--- config.mk ---
export PLATFORM = sky130hd
export DESIGN_NAME = sbus_frame_receiver_decoder
export DESIGN_NICKNAME = d
export VERILOG_FILES = /design/src/hdl/sfrd_pkg.sv /design/src/hdl/sbus_frame_receiver_decoder.sv /design/src/hdl/sfrd_ram.sv /design/src/hdl/sfrd_ctrl.sv /design/src/hdl/sfrd_dp.sv
export SDC_FILE = /design/constraint.sdc
export NUM_CORES = 1
export LEC_CHECK = 0
export BUFFER_PORTS_ARGS = -buffer_cell sky130_fd_sc_hd__clkbuf_2
export CORE_MARGIN = 10
export CORE_UTILIZATION = 55
export CTS_CLUSTER_SIZE = 14
export DETAILED_ROUTE_END_ITERATION = 8
export PLACE_DENSITY = 0.78
export RECOVER_POWER = 25
export SLEW_MARGIN = 10
export SYNTH_ARGS = -nofsm -noshare
export SYNTH_HDL_FRONTEND = slang
export SYNTH_SLANG_ARGS = --single-unit
--- constraint.sdc ---
create_clock -name clk -period 6.6 [get_ports clk]
set_input_delay 1.32 -clock clk [delete_from_list [all_inputs] [get_ports clk]]
set_output_delay 1.32 -clock clk [all_outputs]
set_load 0.03 [all_outputs]
--- src/hdl/sfrd_pkg.sv ---
// ----------------------------------------------------------------------------
// sfrd_pkg
// Shared constants, register indexes and controller/datapath interface types
// for the serial bus frame receiver and channel decoder.
// ----------------------------------------------------------------------------
`default_nettype none

package sfrd_pkg;

  // frame layout
  localparam int unsigned STORE_DEPTH = 24;
  localparam int unsigned STORE_AW    = 5;
  localparam int unsigned LAST_STORE  = STORE_DEPTH - 1;
  localparam logic [7:0]  SYNC_BYTE   = 8'h0F;
  localparam logic [7:0]  END_BYTE    = 8'h00;
  localparam int unsigned FAILSAFE_BIT = 3;
  localparam int unsigned CHAN_BITS   = 11;
  localparam int unsigned SCALE_SHIFT = 6;

  // channel count limits
  localparam int unsigned NUM_CHANNELS_DEF = 16;
  localparam int unsigned MAX_CHANNELS     = 16;

  // configuration registers
  localparam int unsigned CFG_DW = 64;
  localparam int unsigned CFG_AW = 2;
  localparam logic [CFG_AW-1:0] REG_RESYNC_GAP = 2'd0;
  localparam logic [CFG_AW-1:0] REG_CENTRE     = 2'd1;
  localparam logic [CFG_AW-1:0] REG_CHAN_ORDER = 2'd2;

  localparam logic [15:0] RESYNC_GAP_RST = 16'd2500;
  localparam logic [10:0] CENTRE_RST     = 11'd1010;
  localparam logic [63:0] CHAN_ORDER_RST = 64'hFEDC_BA98_7654_3210;

  // controller to datapath commands
  typedef struct packed {
    logic                store_we;
    logic [STORE_AW-1:0] store_addr;
    logic                fs_capture;
    logic [STORE_AW-1:0] rd_addr;
    logic                win_shift;
    logic                load_out;
    logic [3:0]          chan;
    logic [2:0]          bit_sh;
    logic                last;
  } sfrd_cmd_t;

  // datapath to controller status
  typedef struct packed {
    logic is_sync;
    logic is_end;
    logic gap_over;
  } sfrd_sts_t;

endpackage

`default_nettype wire

--- src/hdl/sbus_frame_receiver_decoder.sv ---
// ----------------------------------------------------------------------------
// sbus_frame_receiver_decoder
// Serial bus frame receiver: assembles 25-byte frames from received bytes and
// emits one decoded result per channel when a frame completes.
// ----------------------------------------------------------------------------
// Received bytes are taken whenever the block is idle; a byte that completes a frame with
// a valid end byte then occupies the block while the channels are decoded,
// and in_ready stays low until the last channel item has been taken. Decoding
// runs through the single read port of the 24-byte frame store: every channel
// needs three byte reads, a load into the result registers and a transfer on
// the result port, which can stall on out_ready. Results come out in frame
// channel order. Configuration is written through cfg_we/cfg_index/cfg_wdata;
// the user must write it only while idle; the block does not enforce this.
// ----------------------------------------------------------------------------
`default_nettype none

module sbus_frame_receiver_decoder #(
  parameter int unsigned NUM_CHANNELS = sfrd_pkg::NUM_CHANNELS_DEF
) (
  input  wire logic                        clk,
  input  wire logic                        rst_n,
  input  wire logic                        cfg_we,
  input  wire logic [sfrd_pkg::CFG_AW-1:0] cfg_index,
  input  wire logic [sfrd_pkg::CFG_DW-1:0] cfg_wdata,
  input  wire logic                        in_valid,
  output logic                             in_ready,
  input  wire logic [7:0]                  in_rx_byte,
  input  wire logic [15:0]                 in_gap_us,
  output logic                             out_valid,
  input  wire logic                        out_ready,
  output logic [3:0]                       out_dest_channel,
  output logic [10:0]                      out_raw_value,
  output logic signed [17:0]               out_scaled_value,
  output logic                             out_link_ok,
  output logic                             out_last
);
  import sfrd_pkg::*;

  sfrd_cmd_t cmd;
  sfrd_sts_t sts;

  // sequencer
  sfrd_ctrl #(
    .NUM_CHANNELS (NUM_CHANNELS)
  ) u_ctrl (
    .clk       (clk),
    .rst_n     (rst_n),
    .in_valid  (in_valid),
    .in_ready  (in_ready),
    .out_valid (out_valid),
    .out_ready (out_ready),
    .sts       (sts),
    .cmd       (cmd)
  );

  // datapath
  sfrd_dp u_dp (
    .clk              (clk),
    .rst_n            (rst_n),
    .cfg_we           (cfg_we),
    .cfg_index        (cfg_index),
    .cfg_wdata        (cfg_wdata),
    .in_rx_byte       (in_rx_byte),
    .in_gap_us        (in_gap_us),
    .cmd              (cmd),
    .sts              (sts),
    .out_dest_channel (out_dest_channel),
    .out_raw_value    (out_raw_value),
    .out_scaled_value (out_scaled_value),
    .out_link_ok      (out_link_ok),
    .out_last         (out_last)
  );

endmodule

`default_nettype wire

--- src/hdl/sfrd_ram.sv ---
// ----------------------------------------------------------------------------
// sfrd_ram
// Generic single write port, single read port RAM with registered read data.
// ----------------------------------------------------------------------------
`default_nettype none

module sfrd_ram #(
  parameter int unsigned WIDTH = 8,
  parameter int unsigned DEPTH = 24,
  parameter int unsigned AW    = (DEPTH > 1) ? $clog2(DEPTH) : 1
) (
  input  wire logic             clk,
  input  wire logic             we,
  input  wire logic [AW-1:0]    waddr,
  input  wire logic [WIDTH-1:0] wdata,
  input  wire logic [AW-1:0]    raddr,
  output logic      [WIDTH-1:0] rdata
);

  logic [WIDTH-1:0] mem_r [DEPTH];

  // write port
  always_ff @(posedge clk) begin
    if (we) begin
      mem_r[waddr] <= wdata;
    end
  end

  // registered read port
  always_ff @(posedge clk) begin
    rdata <= mem_r[raddr];
  end

endmodule

`default_nettype wire

--- src/hdl/sfrd_ctrl.sv ---
// ----------------------------------------------------------------------------
// sfrd_ctrl
// Frame byte counter and unpack sequencer: decides where each received byte
// goes and steps the datapath through the channels of a released frame.
// ----------------------------------------------------------------------------
`default_nettype none

module sfrd_ctrl #(
  parameter int unsigned NUM_CHANNELS = sfrd_pkg::NUM_CHANNELS_DEF
) (
  input  wire logic              clk,
  input  wire logic              rst_n,
  input  wire logic              in_valid,
  output logic                   in_ready,
  output logic                   out_valid,
  input  wire logic              out_ready,
  input  wire sfrd_pkg::sfrd_sts_t sts,
  output sfrd_pkg::sfrd_cmd_t    cmd
);
  import sfrd_pkg::*;

  localparam int unsigned CH_W  = $clog2(NUM_CHANNELS);
  localparam int unsigned BIT_W = $clog2(CHAN_BITS * NUM_CHANNELS);
  localparam logic [CH_W-1:0]  LAST_CH = CH_W'(NUM_CHANNELS - 1);
  localparam logic [BIT_W-1:0] CH_STEP = BIT_W'(CHAN_BITS);

  localparam logic [1:0] ST_IDLE  = 2'd0;
  localparam logic [1:0] ST_FETCH = 2'd1;
  localparam logic [1:0] ST_LOAD  = 2'd2;
  localparam logic [1:0] ST_SEND  = 2'd3;

  logic [1:0]          state_r, state_nxt;
  logic [STORE_AW-1:0] count_r, count_nxt;
  logic [CH_W-1:0]     k_r, k_nxt;
  logic [BIT_W-1:0]    bitpos_r, bitpos_nxt;
  logic [1:0]          phase_r, phase_nxt;

  logic [STORE_AW-1:0] cnt_eff;
  logic [1:0]          rd_off;
  logic                accept;

  assign in_ready  = (state_r == ST_IDLE);
  assign out_valid = (state_r == ST_SEND);
  assign accept    = in_valid && in_ready;

  // a long gap restarts the count before the byte is handled
  assign cnt_eff = sts.gap_over ? '0 : count_r;
  assign rd_off  = (phase_r == 2'd3) ? 2'd2 : phase_r;

  // next state and commands
  always_comb begin
    state_nxt  = state_r;
    count_nxt  = count_r;
    k_nxt      = k_r;
    bitpos_nxt = bitpos_r;
    phase_nxt  = phase_r;

    cmd            = '0;
    cmd.store_addr = cnt_eff;
    cmd.rd_addr    = STORE_AW'(bitpos_r >> 3) + STORE_AW'(1) + STORE_AW'(rd_off);
    cmd.chan       = 4'(k_r);
    cmd.bit_sh     = bitpos_r[2:0];
    cmd.last       = (k_r == LAST_CH);

    unique case (state_r)
      ST_IDLE: begin
        if (accept) begin
          if (cnt_eff == '0) begin
            // hunting for the sync byte
            if (sts.is_sync) begin
              cmd.store_we = 1'b1;
              count_nxt    = STORE_AW'(1);
            end else begin
              count_nxt = '0;
            end
          end else if (cnt_eff >= STORE_AW'(STORE_DEPTH)) begin
            // end byte position: release or drop the frame
            count_nxt = '0;
            if (sts.is_end) begin
              state_nxt  = ST_FETCH;
              k_nxt      = '0;
              bitpos_nxt = '0;
              phase_nxt  = '0;
            end
          end else begin
            cmd.store_we   = 1'b1;
            cmd.fs_capture = (cnt_eff == STORE_AW'(LAST_STORE));
            count_nxt      = cnt_eff + STORE_AW'(1);
          end
        end
      end
      ST_FETCH: begin
        // three byte reads per channel, data lands in the next cycle
        cmd.win_shift = (phase_r != 2'd0);
        phase_nxt     = phase_r + 2'd1;
        if (phase_r == 2'd3) begin
          state_nxt = ST_LOAD;
        end
      end
      ST_LOAD: begin
        cmd.load_out = 1'b1;
        state_nxt    = ST_SEND;
      end
      ST_SEND: begin
        if (out_ready) begin
          if (k_r == LAST_CH) begin
            state_nxt = ST_IDLE;
          end else begin
            k_nxt      = k_r + CH_W'(1);
            bitpos_nxt = bitpos_r + CH_STEP;
            phase_nxt  = '0;
            state_nxt  = ST_FETCH;
          end
        end
      end
      default: state_nxt = ST_IDLE;
    endcase
  end

  // control registers
  always_ff @(posedge clk) begin
    if (!rst_n) begin
      state_r  <= ST_IDLE;
      count_r  <= '0;
      k_r      <= '0;
      bitpos_r <= '0;
      phase_r  <= '0;
    end else begin
      state_r  <= state_nxt;
      count_r  <= count_nxt;
      k_r      <= k_nxt;
      bitpos_r <= bitpos_nxt;
      phase_r  <= phase_nxt;
    end
  end

endmodule

`default_nettype wire

--- src/hdl/sfrd_dp.sv ---
// ----------------------------------------------------------------------------
// sfrd_dp
// Datapath: configuration registers, frame store, unpack window and the
// result registers for one channel.
// ----------------------------------------------------------------------------
`default_nettype none

module sfrd_dp (
  input  wire logic                          clk,
  input  wire logic                          rst_n,
  input  wire logic                          cfg_we,
  input  wire logic [sfrd_pkg::CFG_AW-1:0]   cfg_index,
  input  wire logic [sfrd_pkg::CFG_DW-1:0]   cfg_wdata,
  input  wire logic [7:0]                    in_rx_byte,
  input  wire logic [15:0]                   in_gap_us,
  input  wire sfrd_pkg::sfrd_cmd_t           cmd,
  output sfrd_pkg::sfrd_sts_t                sts,
  output logic [3:0]                         out_dest_channel,
  output logic [10:0]                        out_raw_value,
  output logic signed [17:0]                 out_scaled_value,
  output logic                               out_link_ok,
  output logic                               out_last
);
  import sfrd_pkg::*;

  logic [15:0] resync_gap_r;
  logic [10:0] centre_r;
  logic [63:0] chan_order_r;
  logic        fs_r;
  logic [23:0] win_r;
  logic [7:0]  rd_data;

  logic [10:0]        raw;
  logic signed [11:0] diff;

  // configuration writes
  always_ff @(posedge clk) begin
    if (!rst_n) begin
      resync_gap_r <= RESYNC_GAP_RST;
      centre_r     <= CENTRE_RST;
      chan_order_r <= CHAN_ORDER_RST;
    end else if (cfg_we) begin
      unique case (cfg_index)
        REG_RESYNC_GAP: resync_gap_r <= cfg_wdata[15:0];
        REG_CENTRE:     centre_r     <= cfg_wdata[10:0];
        REG_CHAN_ORDER: chan_order_r <= cfg_wdata;
        default: ;
      endcase
    end
  end

  // byte classification for the controller
  assign sts.is_sync  = (in_rx_byte == SYNC_BYTE);
  assign sts.is_end   = (in_rx_byte == END_BYTE);
  assign sts.gap_over = (in_gap_us > resync_gap_r);

  // frame store for bytes 0 to 23
  sfrd_ram #(
    .WIDTH (8),
    .DEPTH (STORE_DEPTH),
    .AW    (STORE_AW)
  ) u_store (
    .clk   (clk),
    .we    (cmd.store_we),
    .waddr (cmd.store_addr),
    .wdata (in_rx_byte),
    .raddr (cmd.rd_addr),
    .rdata (rd_data)
  );

  // failsafe flag kept from the flags byte as it is stored
  always_ff @(posedge clk) begin
    if (cmd.fs_capture) begin
      fs_r <= in_rx_byte[FAILSAFE_BIT];
    end
  end

  // three-byte little-endian unpack window
  always_ff @(posedge clk) begin
    if (cmd.win_shift) begin
      win_r <= {rd_data, win_r[23:8]};
    end
  end

  assign raw  = 11'(win_r >> cmd.bit_sh);
  assign diff = $signed({1'b0, raw}) - $signed({1'b0, centre_r});

  // result registers
  always_ff @(posedge clk) begin
    if (cmd.load_out) begin
      out_dest_channel <= chan_order_r[{cmd.chan, 2'b00} +: 4];
      out_raw_value    <= raw;
      out_scaled_value <= {diff, {SCALE_SHIFT{1'b0}}};
      out_link_ok      <= ~fs_r;
      out_last         <= cmd.last;
    end
  end

endmodule

`default_nettype wire

==> flow_metrics.py, run 1 <==
metrics = {
    "pwr": {
        "swShare": 0.2029,
        "cellLeakagePower_nw": 6.498,
        "power.share.sequential": 0.506,
        "combPwrFrac": 0.037,
        "power_density_nw_per_um2": 273.1,
        "p_sw_w": 0.0009928,
        "p_clk_frac": 0.457,
        "internal-power_w": 0.003900,
        "ir_drop_mv": 0.3611,
    },
    "worst_setup_path": {
        "critPathMaxFanout": 11,
        "r2r_setup_slack_ns": 2.56,
        "worstSetupPathType": "input pin to flip-flop",
        "crit_required_ns": 6.76,
        "arrival_ns": 4.72,
        "reg2reg_from": "u_dp.resync_gap_r[15]$_SDFFE_PN0P_",
        "r2r_end": "u_dp.u_store.mem_r[17][7]$_DFFE_PP_",
        "crit_path_end_kind": "flip-flop",
        "cp-start-kind": "input pin",
        "r2r_cells": 14,
    },
    "global_route": {
        "grt_max_degree": 65,
        "grtUsageTotal": 0.1920,
        "grt_pass1_vias": 9856,
        "antenna_found_initial": 0,
        "grt_pass1_wl_um": 54320,
        "overflow": 0,
    },
    "clock_network": {
        "htree_levels": 2,
        "cts_tree": "built",
        "cts_root_buffer": "clkbuf_16",
        "cts_buffer_depth": 3,
        "cts_made_buffers": 38,
        "cts-resized-gates": 0,
        "clk_latency_ns": 0.54,
        "numClockSinks": 366,
        "post_cts_buffers": 0,
        "ctsHoldBuffers": 0,
        "clk_pin_slew_ns": 0.06,
    },
    "synthesis": {
        "ys.flop_type": "edfxtp_1",
        "syn_area_sq_um": 15690,
        "netlist_instances": 1178,
        "async_reset_ff_frac": 0,
        "yosysWarnings": 0,
        "synth_edf_count": 246,
        "synth_seq_cells": 366,
        "synth_seq_area_share": 0.6240,
        "syn_area_per_cell_sq_um": 13.32,
        "yosysUniqueCellTypes": 57,
    },
    "route": {
        "drt_wl_total_um": 35080,
        "drtIter0Drc": 1014,
        "ant_nets": 0,
        "dr.pass1.iters": 8,
        "vias": 9907,
        "wl_per_cell_um": 20.67,
        "route.detailed.drc": 0,
        "vias_per_cell": 5.838,
    },
    "timing": {
        "period_share": 0.6913,
        "max_freq_ghz": 0.2192,
        "setup_violations": 0,
        "rsz0062_at_grt": "no",
        "slew_headroom": -0.02612,
        "fin_worst_skew_ns": 0.02980,
        "fin_crit_ns": 4.562,
        "worst_pin_slew_ns": 1.539,
        "report.final.slew_viol_count": 28,
        "tns_ns": 0,
        "hold_violations": 0,
        "holdWs_ns": 0.4012,
    },
    "finish": {
        "num-nets-final": 1430,
        "antenna_cells": 0,
        "drive_gt1_frac": 0.2168,
        "areaGrowthSynthToFinish_pct": 14.20,
        "fill_cells": 2055,
        "layoutNonFillerInstCount": 1697,
    },
    "place": {
        "dp_cells": 1628,
        "gp_congestion": 0.8893,
        "io_buffers": 125,
        "hpwl_um": 23700,
    },
    "outcome": {
        "violations": "max-capacitance violations, max-slew violations",
        "outcome": "finished with violations",
    },
    "min_path": {
        "hold_path_depth": 0,
        "hp-start": "u_dp.u_store.rdata[2]$_DFF_P_",
        "worstHoldEndpoint": "u_dp.win_r[18]$_DFFE_PP_",
        "hold_class": "flip-flop to flip-flop",
    },
    "floorplanning": {
        "coreArea_sq_um": 27930,
        "rows": 61,
        "fp.dieH_um": 188.9,
        "die_area_sq_um": 35680,
        "start_util": 0.5616,
        "pin_count": 132,
        "die_w_um": 188.9,
    },
    "run": {
        "cap_violations": 1,
    },
}
[cells by family (layout without fill, tap and decap cells)]
group / after synthesis / in the layout / synth area share
simple gates: 368 / 368 / 0.1034
flops: 366 / 366 / 0.6240
compound gates: 156 / 156 / 0.06667
buf+inv: 119 / 255 / 0.03031
mux: 110 / 110 / 0.1314
fa+ha+maj: 45 / 45 / 0.03685
xor+xnor: 13 / 13 / 0.007257
other cells: 1 / 6 / 0.0002390
[Yosys cell counts, types with 2 or more instances]
| cell | instances | area (sq um) |
|---|---|---|
| o21ai_0 | 31 | 155.2 |
| or2_2 | 3 | 18.77 |
| buf_4 | 6 | 45.04 |
| nor4_1 | 2 | 12.51 |
| nand4_1 | 8 | 50.05 |
| o31ai_1 | 3 | 22.52 |
| ha_1 | 43 | 538.0 |
| or4_1 | 2 | 15.01 |
| a21oi_1 | 31 | 155.2 |
| and2_1 | 4 | 25.02 |
| xnor2_1 | 8 | 70.07 |
| buf_2 | 5 | 25.02 |
| and3b_1 | 2 | 17.52 |
| o211ai_1 | 17 | 127.6 |
| nand3_1 | 47 | 235.2 |
| o2bb2ai_1 | 2 | 17.52 |
| or3_1 | 7 | 43.79 |
| buf_1 | 6 | 22.52 |
| nor3_1 | 3 | 15.01 |
| mux2i_1 | 27 | 270.3 |
| edfxtp_1 | 246 | 7387 |
| inv_1 | 52 | 195.2 |
| nor2b_1 | 11 | 68.82 |
| and3_1 | 6 | 37.54 |
| mux2_2 | 7 | 78.83 |
| xor2_1 | 5 | 43.79 |
| dfxtp_1 | 120 | 2402 |
| a211oi_1 | 2 | 15.01 |
| o21a_1 | 6 | 45.04 |
| a31o_2 | 3 | 26.28 |
| nand3b_1 | 3 | 22.52 |
| a31oi_1 | 2 | 12.51 |
| mux4_2 | 76 | 1712 |
| clkbuf_1 | 49 | 183.9 |
| a21boi_0 | 49 | 367.9 |
| fa_1 | 2 | 40.04 |
| nor2_1 | 43 | 161.4 |
| or4_4 | 2 | 22.52 |
| nand2_1 | 219 | 822.0 |
[worst max-delay path: stages]
cell      delay, ns
clkbuf_2       0.09
ha_1           0.31
nand4_1        0.26
nor4_1         0.44
inv_1          0.08
o31ai_1        0.09
buf_4          0.23
and2_1         0.20
inv_1          0.09
ha_1           0.20
inv_1          0.10
a211o_1        0.19
nand3_1        0.40
nor2b_1        0.72
[layout by cell type, fill, tap and decap left out, drive strengths merged, types with 32 or more instances in the layout]
cell type / count
a21boi: 49
clkbuf: 170
dfxtp: 120
edfxtp: 246
ha: 43
inv: 54
mux4: 76
nand2: 219
nand3: 47
nor2: 44
o21ai: 32
[flip-flops by register name (all words and copies together), names as in the netlist]
register	flops
u_dp.u_store.mem_r	192
u_dp.chan_order_r	64
u_dp.win_r	24
u_dp.resync_gap_r	16
u_dp.out_scaled_value	12
u_dp.centre_r	11
u_dp.out_raw_value	11
u_ctrl.bitpos_r	8
u_dp.u_store.rdata	8
u_ctrl.count_r	5
u_ctrl.k_r	4
u_dp.out_dest_channel	4
u_ctrl.phase_r	2
u_ctrl.state_r	2
u_dp.fs_r	1
u_dp.out_last	1
u_dp.out_link_ok	1
[worst max-delay path by stage]
stage                        startpoint                             endpoint  slack [ns]  cells after the start
after floorplan            in_gap_us[1]  u_dp.u_store.mem_r[16][0]$_DFFE_PP_        2.39                     13
after global placement    in_gap_us[15]  u_dp.u_store.mem_r[18][1]$_DFFE_PP_        1.83                     14
after detailed placement  in_gap_us[15]   u_dp.u_store.mem_r[2][3]$_DFFE_PP_        1.59                     14
after CTS                 in_gap_us[15]  u_dp.u_store.mem_r[17][7]$_DFFE_PP_        2.11                     14
after global routing      in_gap_us[15]   u_dp.u_store.mem_r[2][4]$_DFFE_PP_        1.92                     14
final                     in_gap_us[15]  u_dp.u_store.mem_r[17][7]$_DFFE_PP_        2.04                     14
[power by group through the flow]
stage | registers [W] | clock network [W] | logic [W]
global route | 0.00248 | 0.00236 | 0.000201
detailed placement | 0.00252 | 0 | 0.000180
global placement | 0.00252 | 0 | 0.000175
CTS | 0.00247 | 0.00227 | 0.000181
finish | 0.00247 | 0.00224 | 0.000181
floorplan | 0.00252 | 0 | 0.000100
[area by class of cell]
| type | count | area, sq um | area share |
|---|---|---|---|
| flip-flops and latches | 366 | 9789 | 0.5464 |
| multi-input cells | 698 | 5466 | 0.3051 |
| clock buffers | 44 | 1005 | 0.05608 |
| repair buffers | 133 | 673.1 | 0.03757 |
| well taps | 378 | 473.0 | 0.02640 |
| clock inverters | 25 | 311.5 | 0.01739 |
| inverters | 53 | 198.9 | 0.01110 |
[routing by layer]
layer | up-vias | track usage | part of all wire
met3 | 67 | 0.03565 | 0.076
met5 | - | 0 | 0
met1 | 4839 | 0.2517 | 0.40
li1 | 4547 | - | -
met4 | 0 | 0.06563 | 0.027
met2 | 454 | 0.3162 | 0.50
[stage by stage]
stage	setup slack, ns	util	instance area [sq um]	power (W)
3_5_place_dp	1.592	0.5947	16610	0.002703
3_3_place_gp	1.825	0.5947	16610	0.002697
4_1_cts	2.114	0.6419	17930	0.004922
6_report	2.038	0.6414	17920	0.004893
2_1_floorplan	2.386	-	15710	0.002619
5_1_grt	1.916	0.6414	17920	0.005038
No activity file was read; power rests on OpenSTA's default activity.
==> run 2: changes to the inputs <==
--- a/config.mk
+++ b/config.mk
@@ -7,10 +7,10 @@
 export LEC_CHECK = 0
 export BUFFER_PORTS_ARGS = -buffer_cell sky130_fd_sc_hd__clkbuf_2
 export CORE_MARGIN = 10
-export CORE_UTILIZATION = 55
+export CORE_UTILIZATION = 54
 export CTS_CLUSTER_SIZE = 14
 export DETAILED_ROUTE_END_ITERATION = 8
-export PLACE_DENSITY = 0.78
+export PLACE_DENSITY = 0.8
 export RECOVER_POWER = 25
 export SLEW_MARGIN = 10
 export SYNTH_ARGS = -nofsm -noshare
==> constraint.sdc (replaced) <==
create_clock -name clk -period 4.09 [get_ports clk]
set_input_delay 0.818 -clock clk [delete_from_list [all_inputs] [get_ports clk]]
set_output_delay 0.818 -clock clk [all_outputs]
set_load 0.03 [all_outputs]
==> run 2 against run 1 <==
The flow still finishes with violations (max-capacitance violations, max-slew violations). Wire length grew 6.6%. Die area rose by 1.7%. Critical path depth unchanged. Total power is 53% higher. Critical endpoint is now u_dp.u_store.mem_r[3][1]$_DFFE_PP_. Final area up 0.83%. Hold slack better by 0.0011 ns. Utilization is 1.2 points lower.
==> flow_metrics.py, run 2 (synthesis gave the netlist of run 1 again) <==
metrics = {
    "min_path": {
        "hold_path_depth": 0,
        "hold_class": "flip-flop to flip-flop",
        "hp-start": "u_dp.u_store.rdata[7]$_DFF_P_",
        "worstHoldEndpoint": "u_dp.win_r[23]$_DFFE_PP_",
    },
    "timing": {
        "slew_headroom": -0.01892,
        "max_freq_ghz": 0.2824,
        "holdWs_ns": 0.4023,
        "period_share": 0.8659,
        "report.final.slew_viol_count": 53,
        "hold_violations": 0,
        "fin_worst_skew_ns": 0.02049,
        "tns_ns": 0,
        "setup_violations": 0,
        "rsz0062_at_grt": "no",
        "fin_crit_ns": 3.542,
        "worst_pin_slew_ns": 1.528,
    },
    "clock_network": {
        "cts-resized-gates": 0,
        "post_cts_buffers": 0,
        "cts_buffer_depth": 3,
        "cts_root_buffer": "clkbuf_16",
        "cts_tree": "built",
        "clk_pin_slew_ns": 0.06,
        "ctsHoldBuffers": 0,
        "cts_made_buffers": 36,
        "clk_latency_ns": 0.53,
        "htree_levels": 2,
        "numClockSinks": 366,
    },
    "worst_setup_path": {
        "r2r_cells": 14,
        "r2r_setup_slack_ns": 0.55,
        "crit_chain": "inv_1 > ha_1 > nor2b_1 > o211ai_1 > a2111oi_2 > o31ai_1 > and2_1 > inv_1 > ha_1 > inv_1 > a211o_1 > nand3_1 > nor2_1 > buf_4",
        "worstSetupPathType": "flip-flop to flip-flop",
        "reg2reg_from": "u_dp.resync_gap_r[1]$_SDFFE_PN0P_",
        "slowest_stage": "o31ai_1",
        "crit_required_ns": 4.33,
        "crit_path_end_kind": "flip-flop",
        "path_delay_family": "compound AO/OA/AOI/OAI gates",
        "r2r_end": "u_dp.u_store.mem_r[3][1]$_DFFE_PP_",
        "critPathMaxFanout": 8,
        "crit_buf_inv": 4,
        "cp-start-kind": "flip-flop",
        "crit_path_max_incr_delay_ns": 0.45,
        "arrival_ns": 3.78,
        "crit_start": "u_dp.resync_gap_r[1]$_SDFFE_PN0P_",
        "cpMostUsedCell": "inv_1",
    },
    "floorplanning": {
        "pin_count": 132,
        "fp.dieH_um": 190.5,
        "coreArea_sq_um": 28700,
        "start_util": 0.5466,
        "rows": 62,
        "die_area_sq_um": 36270,
        "die_w_um": 190.5,
    },
    "route": {
        "route.detailed.drc": 0,
        "dr.pass1.iters": 5,
        "wl_per_cell_um": 21.47,
        "drt_wl_total_um": 37390,
        "drtIter0Drc": 1101,
        "vias_per_cell": 5.758,
        "ant_nets": 0,
        "vias": 10020,
    },
    "finish": {
        "design_area_sq_um": 18070,
        "register_area_sq_um": 9789,
        "final_util": 0.6294,
        "fill_cells": 2095,
        "largest_reg_flops": 192,
        "antenna_cells": 0,
        "final_common_cell": "edfxtp_1",
        "largest_register": "u_dp.u_store.mem_r",
        "final_cell_mix": "246 x edfxtp_1, 219 x nand2_1, 120 x dfxtp_1",
        "largest_registers": "u_dp.u_store.mem_r x192, u_dp.chan_order_r x64, u_dp.win_r x24",
        "areaGrowthSynthToFinish_pct": 15.15,
        "num-nets-final": 1470,
        "multiInputGateArea_sq_um": 5472,
        "drive_gt1_frac": 0.2321,
    },
    "pwr": {
        "p_clk_frac": 0.426,
        "p_sw_w": 0.001570,
        "ir_drop_mv": 0.4195,
        "swShare": 0.2097,
        "internal-power_w": 0.005915,
        "combPwrFrac": 0.040,
        "cellLeakagePower_nw": 6.619,
        "power_density_nw_per_um2": 414.3,
        "power.share.sequential": 0.534,
    },
    "place": {
        "postPlaceCellArea_sq_um": 16950,
        "hpwl_um": 25500,
        "io_buffers": 125,
        "gp_congestion": 0.8609,
    },
    "global_route": {
        "grt_pass1_vias": 10110,
        "grtUsageTotal": 0.2024,
        "overflow": 0,
        "grt_pass1_wl_um": 57350,
        "antenna_found_initial": 1,
        "grt_max_degree": 65,
    },
    "outcome": {
        "outcome": "finished with violations",
        "violations": "max-capacitance violations, max-slew violations",
    },
    "run": {
        "cap_violations": 2,
    },
}
## run 2: cell count changes in the layout (fill, tap and decap cells not counted), sizes merged
cell      before  now
buf            7   45
clkinv        15   17
clkbuf       170  175
clkinvlp       2    0
bufinv         7    2
## run 2: layer usage
| layer | vias to the layer above | part of all wire | GRT usage |
|---|---|---|---|
| met3 | 82 | 0.080 | 0.04609 |
| met5 | - | 0.00027 | 0 |
| li1 | 4622 | - | - |
| met1 | 4884 | 0.39 | 0.2574 |
| met4 | 2 | 0.032 | 0.06753 |
| met2 | 434 | 0.50 | 0.3365 |
## run 2: through the flow
step	setup slack, ns	std cells	total power [W]
final	0.5484	1741	0.007485
after global routing	0.2918	1741	0.007703
after CTS	0.5935	1741	0.007532
after detailed placement	0.09072	1676	0.004371
after global placement	0.1577	1676	0.004359
after floorplan	0.3778	1183	0.004227
## run 2: layout make-up
| class | count | area share |
|---|---|---|
| multi-input combinational | 698 | 0.3029 |
| inverter | 53 | 0.01101 |
| timing repair buffer | 175 | 0.05437 |
| tap | 384 | 0.02659 |
| sequential | 366 | 0.5419 |
| clock inverter | 20 | 0.009350 |
| clock buffer | 45 | 0.05395 |
## run 2: how the worst max path moves through the flow
stage | endpoint | slack, ns | cells after the start
after detailed placement | u_dp.u_store.mem_r[23][4]$_DFFE_PP_ | 0.09 | 14
after floorplan | u_dp.u_store.mem_r[16][0]$_DFFE_PP_ | 0.38 | 13
after global routing | u_dp.u_store.mem_r[15][6]$_DFFE_PP_ | 0.29 | 14
after global placement | u_dp.u_store.mem_r[23][5]$_DFFE_PP_ | 0.16 | 14
final | u_dp.u_store.mem_r[3][1]$_DFFE_PP_ | 0.55 | 14
after CTS | u_dp.u_store.mem_r[23][3]$_DFFE_PP_ | 0.59 | 14
## run 2: power by group through the flow
stage                     logic, W  clock network (W)  registers (W)
after floorplan           0.000161                  0        0.00407
after global placement    0.000291                  0        0.00407
after detailed placement  0.000300                  0        0.00407
after CTS                 0.000303            0.00324        0.00399
after global routing      0.000333            0.00338        0.00399
final                     0.000301            0.00319        0.00399
## run 2: worst reg2reg max path, cell delays in order, from the launching register on
cell       delay [ns]
dfxtp_1          0.32
inv_1            0.08
ha_1             0.29
nor2b_1          0.13
o211ai_1         0.32
a2111oi_2        0.15
o31ai_1          0.45
and2_1           0.25
inv_1            0.07
ha_1             0.21
inv_1            0.10
a211o_1          0.17
nand3_1          0.29
nor2_1           0.22
buf_4            0.20
